[config.mk]
export PLATFORM = sky130hd
export DESIGN_NAME = tli_muldiv
export DESIGN_NICKNAME = d
export VERILOG_FILES = /design/src/rtl/core/tli_muldiv.sv
export SDC_FILE = /design/constraint.sdc
export NUM_CORES = 1
export LEC_CHECK = 0
export ABC_AREA = 1
export ABC_CLOCK_PERIOD_IN_PS = 5400
export BUFFER_PORTS_ARGS = -buffer_cell sky130_fd_sc_hd__buf_2
export CORE_UTILIZATION = 40
export CTS_BUF_LIST = sky130_fd_sc_hd__clkbuf_4 sky130_fd_sc_hd__clkbuf_8
export CTS_CLUSTER_DIAMETER = 40
export DETAILED_ROUTE_END_ITERATION = 12
export GPL_TIMING_DRIVEN = 0
export SYNTH_ARGS = -nofsm -noshare
export SYNTH_HDL_FRONTEND = slang
export SYNTH_SLANG_ARGS = --single-unit
[constraint.sdc]
create_clock -name clk -period 5.4 [get_ports clk]
set_input_delay 0.81 -clock clk [delete_from_list [all_inputs] [get_ports clk]]
set_output_delay 0.81 -clock clk [all_outputs]
set_load 0.03 [all_outputs]
[src/rtl/core/tli_muldiv.sv]
// Bit-serial exact multiply-divide: q = floor(a * b / d), with b < d.
// One bit of a per cycle, MSB first; no package dependency.
// Used twice by table_linear_interpolator, one per table column.
module tli_muldiv #(
    parameter int W = 48
) (
    input  logic         clk,
    input  logic         rst_n,
    input  logic         start,
    input  logic [W-1:0] a,
    input  logic [W-1:0] b,
    input  logic [W-1:0] d,
    output logic [W-1:0] q,
    output logic         done
);

    localparam int S     = W + 3;
    localparam int CNT_W = $clog2(W);
    localparam logic [CNT_W-1:0] CNT_LAST = CNT_W'(W - 1);

    logic [W-1:0]     a_reg;
    logic [W-1:0]     r_reg;
    logic [W-1:0]     q_reg;
    logic [S-1:0]     b_reg;
    logic [S-1:0]     k1b_reg;
    logic [S-1:0]     k2b_reg;
    logic [S-1:0]     k1n_reg;
    logic [S-1:0]     k2n_reg;
    logic [CNT_W-1:0] cnt_reg;
    logic             run_reg;
    logic             done_reg;

    logic [S-1:0] b_ext;
    logic [S-1:0] d_ext;
    logic [S-1:0] d2_ext;
    logic [S-1:0] two_r;
    logic [S-1:0] x0;
    logic [S-1:0] x1;
    logic [S-1:0] x2;
    logic         a_bit;
    logic [W-1:0] r_next;
    logic [1:0]   inc;
    logic [W-1:0] q_next;

    assign b_ext  = {3'b000, b};
    assign d_ext  = {3'b000, d};
    assign d2_ext = {2'b00, d, 1'b0};

    // One step: remainder doubles, then b joins it when the bit of a is set.
    // Candidates with zero, one and two times d taken off are formed side by side.
    assign a_bit = a_reg[W-1];
    assign two_r = {2'b00, r_reg, 1'b0};
    assign x0    = two_r + (a_bit ? b_reg : '0);
    assign x1    = two_r + (a_bit ? k1b_reg : k1n_reg);
    assign x2    = two_r + (a_bit ? k2b_reg : k2n_reg);

    always_comb
    begin
        if (!x2[S-1])
        begin
            r_next = x2[W-1:0];
            inc    = 2'd2;
        end
        else if (!x1[S-1])
        begin
            r_next = x1[W-1:0];
            inc    = 2'd1;
        end
        else
        begin
            r_next = x0[W-1:0];
            inc    = 2'd0;
        end
    end

    assign q_next = {q_reg[W-2:0], 1'b0} + W'(inc);

    // Sequence control
    always_ff @(posedge clk or negedge rst_n)
    begin
        if (!rst_n)
        begin
            run_reg  <= 1'b0;
            done_reg <= 1'b0;
            cnt_reg  <= '0;
        end
        else
        begin
            done_reg <= 1'b0;
            if (start)
            begin
                run_reg <= 1'b1;
                cnt_reg <= '0;
            end
            else if (run_reg)
            begin
                cnt_reg <= cnt_reg + 1'b1;
                if (cnt_reg == CNT_LAST)
                begin
                    run_reg  <= 1'b0;
                    done_reg <= 1'b1;
                end
            end
        end
    end

    // Datapath: load operands and offsets, then advance one bit a cycle
    always_ff @(posedge clk)
    begin
        if (start)
        begin
            a_reg   <= a;
            r_reg   <= '0;
            q_reg   <= '0;
            b_reg   <= b_ext;
            k1b_reg <= b_ext - d_ext;
            k2b_reg <= b_ext - d2_ext;
            k1n_reg <= S'(0) - d_ext;
            k2n_reg <= S'(0) - d2_ext;
        end
        else if (run_reg)
        begin
            a_reg <= {a_reg[W-2:0], 1'b0};
            r_reg <= r_next;
            q_reg <= q_next;
        end
    end

    assign q    = q_reg;
    assign done = done_reg;

endmodule

* Word level (Yosys, flattened, before mapping)
Index checks and enable logic that the tools add are counted.
** Word-level totals
- Register bits :: 404
- Input port bits :: 147
- Output and inout port bits :: 49
- Word-level logic and storage cells :: 39
** Operators by class
- $add $sub $neg :: 9
- Eq/ne operators :: 1
- Muxes and demuxes :: 17
- Reduce and logical (&&, ||, !) cells :: 1
** Operator list (count)
- $mux W48 :: 5
- $add A49 B51 Y51 :: 2
- $mux W51 :: 2
- $sub A1 B49 Y50 const A :: 1
- $sub A48 B49 Y50 :: 1
- $sub A1 B48 Y49 const A :: 1
- $sub A48 B48 Y49 :: 1
- $add A48 B2 Y48 :: 1
- $add A48 B48 Y48 :: 1
- $mux W6 :: 2
- $mux W1 :: 7
- $add A6 B1 Y6 const B :: 1
- $eq A6 B6 Y1 const B :: 1
- $mux W2 :: 1
- $reduce_bool A2 Y1 :: 1

* Logic depth before layout (Yosys ltp)
Gate-level depths: netlist of the first run.
- Depth after elaboration :: 5
- Depth in mapped cells :: 33
- Gate-level depth less buffers :: 29

* Least setup slack after synthesis of the first run
Ideal clock, no wire load.
- Path type :: reg-to-reg
- Start point :: reg a_reg[47]
- End point :: reg q_reg[33] (netlist: q[33])
- Setup time :: 0.115 ns
- Arrival time :: 4.456 ns
- Data required time :: 5.285 ns
- Path slack :: 0.828 ns
- Cell stages (with the launch flop) :: 31
- Path buffers :: 5
- Clock period less this slack :: 4.572 ns
- Path through :: edfxtp_1 clkbuf_1 inv_1 clkbuf_1 buf_1 nand2_1 nand2_1 ha_1 nand2_1 nor2_2 nand2_1 nor4_1 nand2_1 nand4_1 buf_4 buf_6 ha_1 ha_1 nand2_1 inv_2 nand2_1 nor2_1 nand2_1 inv_2 nand4_1 or2_1 nor2_2 nand2_1 xnor2_1 o21ai_0 inv_1
** On the way
- Longest elaborated chain between the ends :: 5
- Elaborated cells on any way between the ends :: 7
- Classes of those cells :: add/sub: 3; mux: 4
** Ends and longest elaborated chain
- start, declared :: RTL line 21 : logic [W-1:0] a_reg;
- start signal, assigned :: RTL line 123 : a_reg <= {a_reg[W-2:0], 1'b0};
- $mux W51 :: RTL line 54 : assign x1 = two_r + (a_bit ? k1b_reg : k1n_reg);
- $add A49 B51 Y51 :: RTL line 54
- $mux W1 :: RTL line 64 : else if (!x1[S-1])
- $mux W2 (*) :: RTL line 59 : if (!x2[S-1])
- $add A48 B2 Y48 (*) :: RTL line 76 : assign q_next = {q_reg[W-2:0], 1'b0} + W'(inc);
- end signal, assigned :: RTL line 125 : q_reg <= q_next;
- end, declared :: RTL line 23 : logic [W-1:0] q_reg;
Mark *: on every way between the ends. The rest lies on a longest branch, timed or not.
A chain may end at the register's enable or synchronous reset.

* Worst setup path after layout of the first run
Ends and elaborated chain as after synthesis.

==> Flow_metrics.wiki, run 1 <==
{| class="wikitable"
! Metric !! Value
|-
| Final worst-path cycle share || 0.955
|-
| Clk_lat worst skew || 0.70 ns
|-
| Reg2reg setup slack || 0.24 ns
|-
| Max VDD drop || 158 uV
|-
| Post-Synth Adder-Cell Area || 0.0940
|-
| Number of cells on the worst reg-to-reg path || 29
|-
| WL per Instance || 20.3 um
|-
| Crit path max fanout || 10
|-
| Run status || complete, no violations
|-
| Layer with the highest usage after global routing || met2
|-
| Via count of the first global-routing pass || 32,798
|-
| Commonest cells after routing, fill and taps aside || nand2_1 (1,768), inv_1 (850), nor2_1 (430)
|-
| LEAKAGE || 19.1 nW
|-
| Via/cell ratio || 5.28
|-
| Data arrival at the endpoint of the critical path || 5.75 ns
|-
| CP required || 5.99 ns
|-
| Cell mode on critical path || nand2_1
|-
| Max Clock Freq || 194 MHz
|-
| Library cell contributing the largest single delay on the critical path || edfxtp_1
|-
| I/O pin count || 196
|-
| Post-synthesis cell count || 5,193
|-
| TritonCTS clock tree || done
|-
| Top-area cell type share of the netlist area || 0.221
|-
| Largest net degree at the start of global routing || 103
|-
| Leading cell type in the layout, fill and taps excluded || nand2_1
|-
| Cells taking the most area after synthesis || edfxtp_1 (22%), nand2_1 (20%), inv_1 (9.7%)
|-
| Area fraction in compound gates after synthesis || 0.121
|-
| Critical path endpoint category || register
|-
| H-Tree Depth || 3
|-
| Slew headroom || 0.246
|-
| Total number of clock tree sinks || 347
|-
| Critical path buffers and inverters || 8
|-
| Worst clock skew || 0.0460 ns
|-
| Yosys synthesis warning count || 0
|-
| Final Non-Filler Cells || 6,587
|-
| Clock-pin slew reported for the worst setup and hold paths after clock tree synthesis || 0.06 ns
|-
| Capture point of the worst reg-to-reg path || q[33]
|-
| Basic-gate share of the synthesized area counting and, or, nand and nor cells || 0.333
|-
| Total congestion overflow || 0
|-
| Cell variety after synth || 54
|-
| Yosys top cell by area || edfxtp_1
|-
| Via count of the routed design || 34,796
|-
| Number of synthesized flops with an enable pin || 243
|-
| Wire length of the first global-routing pass || 196 mm
|-
| Iteration count of the initial detailed-routing pass || 8
|-
| Cell Rows || 104
|-
| Yosys reg bits || 347
|-
| Layout-stage area growth over the synthesis result || 13.5%
|-
| Total Die Area || 0.0837 sq mm
|-
| Combinational family with the most area after synthesis || simple AND/OR/NAND/NOR gates
|-
| Slowest stage delay, CP || 0.44 ns
|-
| Number of antenna violations at the first check in global routing || 1
|-
| Post-Synthesis Cell Area || 0.0330 sq mm
|-
| Worst setup slack after layout || 0.244 ns
|-
| Antenna-violating nets left || 0
|-
| Worst r2r src || a_reg[47]
|-
| Number of clock buffers inserted by TritonCTS || 73
|-
| Final-report max-slew violation count || 0
|-
| Class of the worst hold path || in2reg
|-
| Start point of the critical path || a_reg[47]
|-
| Iteration-0 DRC count of the detailed router || 3,291
|-
| Placeable core area || 0.0811 sq mm
|-
| Final-report setup violation count || 0
|-
| Category of the worst setup path launch point || register
|-
| Tmin final || 5.16 ns
|-
| Worst Setup Path Type || reg2reg
|-
| Cell family with most CP delay || simple AND/OR/NAND/NOR gates
|-
| Final hold vios || 0
|-
| Share of flip-flops with an asynchronous set or reset || 0.0231
|-
| Average instance area after synthesis || 6.36 sq um
|-
| # port buffers || 194
|-
| Largest register FFs || 50
|-
| Clock root buffer master || clkbuf_8
|-
| Count of unresolved DRC violations after routing || 0
|-
| Worst hold path cell count || 1
|-
| Most instantiated flip-flop cell in the synthesis netlist || edfxtp_1
|-
| Worst-margin pin slew || 1.12 ns
|-
| GR Layer Usage met3 || 0.0303
|-
| Fin nets || 5,862
|-
| Total Routed Length || 134 mm
|-
| Critical Path End || q[33]
|-
| Portion of the post-synthesis area used by sequential elements || 0.285
|-
| Syn_nets || 5,585
|-
| Met2 track demand over resource || 0.508
|-
| Effective utilization at floorplan || 0.407
|-
| Placed instance count || 6,449
|-
| Met1 usage || 0.434
|-
| Floorplan die width || 289 um
|-
| Xor and xnor fraction of the mapped netlist area || 0.0581
|-
| Critical Path Stages || 29
|-
| Worst-case setup slack after placement || -1.45 ns
|-
| Chip Height || 289 um
|-
| Final RePlAce weighted congestion || 1.06
|-
| Power per cell area || 384 mW/mm^2
|-
| Max-cap violation count || 0
|-
| Post-detailed-placement half-perimeter wirelength || 115 mm
|-
| Multiplexer share of the synthesized area || 0
|-
| Share of final-layout standard cells stronger than drive strength 1 || 0.0843
|-
| Total routing resource utilization after global routing || 0.317
|-
| Max Buffers Root-to-Sink || 3
|}
==> final cells by class <==
cell class / count / area, sq um
Multi-Input combinational cell: 3908 / 20500
Buffer: 81 / 417
Clock inverter: 33 / 243
Fill cell: 8726 / 43600
Sequential cell: 347 / 9420
Inverter: 857 / 3220
Tap cell: 1060 / 1330
Antenna cell: 1 / 2.50
Timing Repair Buffer: 202 / 1080
Clock buffer: 98 / 1240
==> metal layers <==
| layer | vias up | share of wire |
|---|---|---|
| li1 | 17255 | - |
| met1 | 16045 | 0.45 |
| met2 | 1254 | 0.45 |
| met3 | 242 | 0.066 |
| met4 | 0 | 0.042 |
| met5 | - | 0 |
==> how the worst min path moves through the flow <==
stage                 end  slack, ns        from
2_1_floorplan  cnt_reg[4]       0.46  cnt_reg[4]
3_3_place_gp   cnt_reg[4]       0.48  cnt_reg[4]
3_5_place_dp         q[0]       0.49        q[0]
4_1_cts        k2b_reg[0]       0.26        b[0]
5_1_grt        k2b_reg[0]       0.29        b[0]
6_report       k2b_reg[0]       0.32        b[0]
==> worst reg2reg max path, delay by kind of cell (launching register included) <==
kind	cells	cell delay, ns
AOI/OAI and AO/OA	1	0.15
xor gates and xnor gates	1	0.13
adders and majority gates	3	0.80
buffers and inverters	8	1.24
DFF	1	0.44
and+or+nand+nor	16	2.34
==> cell usage after synthesis (all sizes together), types with 5 or more instances <==
library cell / number
inv: 855
o21bai: 31
o211ai: 32
nand3b: 12
dfxtp: 96
a21oi: 394
xor2: 180
fa: 5
dfrtp: 8
ha: 240
a21o: 6
nor3: 69
o21a: 12
nand2: 1795
xnor2: 39
edfxtp: 243
clkbuf: 59
o21ai: 224
a31oi: 15
a21boi: 9
nand3: 268
buf: 22
nor4: 29
nor2: 448
nand4: 69
or2: 7
==> repair_timing <==
action                                  in CTS  in global routing
setup buffers                                1                  4
gates resized for setup                     77                 48
endpoints found under the setup margin      44                 18
hold buffers                                 1                  0
hold endpoints to repair                     8                  0
gates cloned                                 0                  0
==> report_power, final <==
group / total [W] / switching, W / leakage (nW) / internal [W]
combinational: 0.00770 / 0.00515 / 15.0 / 0.00255
clock: 0.00284 / 0.00127 / 0.748 / 0.00157
sequential: 0.00385 / 0.000552 / 3.33 / 0.00329
total: 0.0144 / 0.00698 / 19.1 / 0.00741
==> metrics by stage <==
| step | hold WS, ns | power, W | instance area (sq um) | TNS, ns | utilization |
|---|---|---|---|---|---|
| after global routing | 0.290 | 0.0154 | 37500 | -0.0295 | 0.462 |
| after detailed placement | 0.486 | 0.0111 | 35400 | -35.75 | 0.436 |
| after CTS | 0.261 | 0.0141 | 37300 | 0 | 0.460 |
| final | 0.319 | 0.0144 | 37500 | 0 | 0.462 |
| after floorplan | 0.457 | 0.00858 | 33000 | 0 | - |
| after global placement | 0.480 | 0.0110 | 35300 | -222.58 | 0.436 |
==> cells by family after synthesis <==
logic type | count (synthesis)
buf+inv | 938
compound gates | 736
fa+ha+maj | 245
xor+xnor | 219
flops | 347
simple gates | 2708
Note: power is estimated with default switching activity, not from simulation.
==> run 2, diff against run 1 <==
--- a/config.mk
+++ b/config.mk
@@ -8,11 +8,14 @@
 export ABC_AREA = 1
 export ABC_CLOCK_PERIOD_IN_PS = 5400
 export BUFFER_PORTS_ARGS = -buffer_cell sky130_fd_sc_hd__buf_2
-export CORE_UTILIZATION = 40
+export CELL_PAD_IN_SITES_DETAIL_PLACEMENT = 0
+export CELL_PAD_IN_SITES_GLOBAL_PLACEMENT = 2
+export CORE_UTILIZATION = 35
 export CTS_BUF_LIST = sky130_fd_sc_hd__clkbuf_4 sky130_fd_sc_hd__clkbuf_8
 export CTS_CLUSTER_DIAMETER = 40
 export DETAILED_ROUTE_END_ITERATION = 12
 export GPL_TIMING_DRIVEN = 0
+export PLACE_DENSITY_LB_ADDON = 0.1
 export SYNTH_ARGS = -nofsm -noshare
 export SYNTH_HDL_FRONTEND = slang
 export SYNTH_SLANG_ARGS = --single-unit
==> run 2 against run 1 <==
Effect of this change: via count is 2.2% lower; clock-buffer cell count unchanged; global-route usage shrank 1.5 points; critical endpoint is now q[47]; final area rose by 1.8%; first-iteration DRC count down 19%; critical path depth fell by 1; the flow now finishes with violations (design-rule violations).
==> Flow_metrics.wiki, run 2 (synthesis results as in run 1) <==
{| class="wikitable"
! Metric !! Value
|-
| Run status || finished, violations left
|-
| Violated checks || design-rule violations
|-
| Layer with the highest usage after global routing || met2
|-
| Share of final-layout standard cells stronger than drive strength 1 || 0.0878
|-
| Number of cells on the worst reg-to-reg path || 28
|-
| Worst-case setup slack after placement || -1.60 ns
|-
| Power per cell area || 399 mW/mm^2
|-
| Cell family with most CP delay || simple AND/OR/NAND/NOR gates
|-
| Leading cell type in the layout, fill and taps excluded || nand2_1
|-
| Layout-stage area growth over the synthesis result || 15.5%
|-
| Cell Rows || 112
|-
| Critical path endpoint category || register
|-
| Number of clock buffers inserted by TritonCTS || 77
|-
| Final RePlAce weighted congestion || 0.995
|-
| Post-detailed-placement half-perimeter wirelength || 126 mm
|-
| CP required || 6.01 ns
|-
| Area of combinational cells with multiple inputs || 0.0206 sq mm
|-
| Max Buffers Root-to-Sink || 3
|-
| Clock-pin slew reported for the worst setup and hold paths after clock tree synthesis || 0.06 ns
|-
| Slowest stage delay, CP || 0.42 ns
|-
| Total routing resource utilization after global routing || 0.302
|-
| Minimum hold slack || 0.300 ns
|-
| Final-report setup violation count || 0
|-
| Largest register FFs || 50
|-
| TritonCTS clock tree || done
|-
| Wire length of the first global-routing pass || 208 mm
|-
| Critical Path Stages || 28
|-
| Placeable core area || 0.0933 sq mm
|-
| Max-cap violation count || 0
|-
| Effective utilization at floorplan || 0.354
|-
| Worst-margin pin slew || 1.07 ns
|-
| Met2 track demand over resource || 0.473
|-
| # port buffers || 194
|-
| Floorplan die width || 309 um
|-
| Commonest cells after routing, fill and taps aside || nand2_1 (1,761), inv_1 (850), nor2_1 (431)
|-
| Tmin final || 5.07 ns
|-
| Total congestion overflow || 0
|-
| Final-report max-slew violation count || 0
|-
| Worst setup slack after layout || 0.334 ns
|-
| Fill cell total of the finished layout || 10,473
|-
| Register area || 0.00942 sq mm
|-
| Clk_lat worst skew || 0.74 ns
|-
| Iteration-0 DRC count of the detailed router || 2,660
|-
| LEAKAGE || 19.2 nW
|-
| Total Routed Length || 146 mm
|-
| Worst Setup Path Type || reg2reg
|-
| Worst clock skew || 0.0382 ns
|-
| H-Tree Depth || 3
|-
| Total number of clock tree sinks || 347
|-
| Largest net degree at the start of global routing || 122
|-
| WL per Instance || 21.5 um
|-
| Class of the worst hold path || in2reg
|-
| Antenna-violating nets left || 0
|-
| Number of antenna violations at the first check in global routing || 2
|-
| Met1 usage || 0.428
|-
| Data arrival at the endpoint of the critical path || 5.68 ns
|-
| Via count of the first global-routing pass || 32,869
|-
| Total power || 0.0152 W
|-
| Critical path buffers and inverters || 9
|-
| Via count of the routed design || 34,017
|-
| Final worst-path cycle share || 0.938
|-
| Worst hold path cell count || 1
|-
| Count of unresolved DRC violations after routing || 4
|-
| Slew headroom || 0.281
|-
| Crit path max fanout || 10
|-
| Library cell contributing the largest single delay on the critical path || ha_4
|-
| Total Die Area || 0.0956 sq mm
|-
| Reg2reg setup slack || 0.33 ns
|-
| Iteration count of the initial detailed-routing pass || 10
|-
| GR Layer Usage met3 || 0.0286
|-
| Chip Height || 309 um
|-
| I/O pin count || 196
|-
| Category of the worst setup path launch point || register
|-
| Max VDD drop || 167 uV
|-
| Final hold vios || 0
|-
| Cell mode on critical path || nand2_1
|-
| Fin nets || 5,867
|-
| Via/cell ratio || 5.01
|-
| Max Clock Freq || 197 MHz
|-
| Clock root buffer master || clkbuf_8
|}
[run 2: metrics by stage]
stage,cell area [sq um],utilization,TNS [ns],instances
2_1_floorplan,33000,-,0,5193
3_3_place_gp,35600,0.381,-221.01,6641
3_5_place_dp,35600,0.382,-39.79,6643
4_1_cts,37800,0.405,0,6788
5_1_grt,38100,0.409,-0.0233,6793
6_report,38100,0.409,0,6794
[run 2: cell type report]
type / count / share of cell area
well taps: 1254 / 0.0411
diodes: 3 / 0.000197
clock inverters: 43 / 0.0148
multi-input cells: 3908 / 0.541
repair buffers: 203 / 0.0284
clock buffers: 98 / 0.0326
plain buffers: 81 / 0.0107
flip-flops and latches: 347 / 0.247
inverters: 857 / 0.0843
[run 2: worst paths after layout]
kind                           start         end
setup / recovery           a_reg[47]       q[47]
hold / removal                  b[0]  k2b_reg[0]
setup reg to reg           a_reg[47]       q[47]
hold reg to reg             a_reg[3]    a_reg[4]
max in group asynchronous      rst_n  cnt_reg[5]
min in group asynchronous      rst_n     run_reg
[run 2: metal layers]
layer | up-vias | wire (um)
met4 | 0 | 5280
met3 | 196 | 6490
met2 | 873 | 63800
met5 | - | 0
li1 | 17272 | -
met1 | 15676 | 70400
[run 2: what timing repair did]
item,CTS,global route
resized for setup,75,56
hold buffers,1,0
hold endpoints to repair,8,0
setup buffers,3,3
endpoints found under the setup margin,44,26
pin swaps,0,1
[run 2: power by group]
part	leakage [nW]	switching, W	total [W]	internal, W
logic	15.0	0.00533	0.00792	0.00258
registers	3.33	0.000582	0.00388	0.00329
clock network	0.911	0.00136	0.00343	0.00207
total	19.2	0.00727	0.0152	0.00795
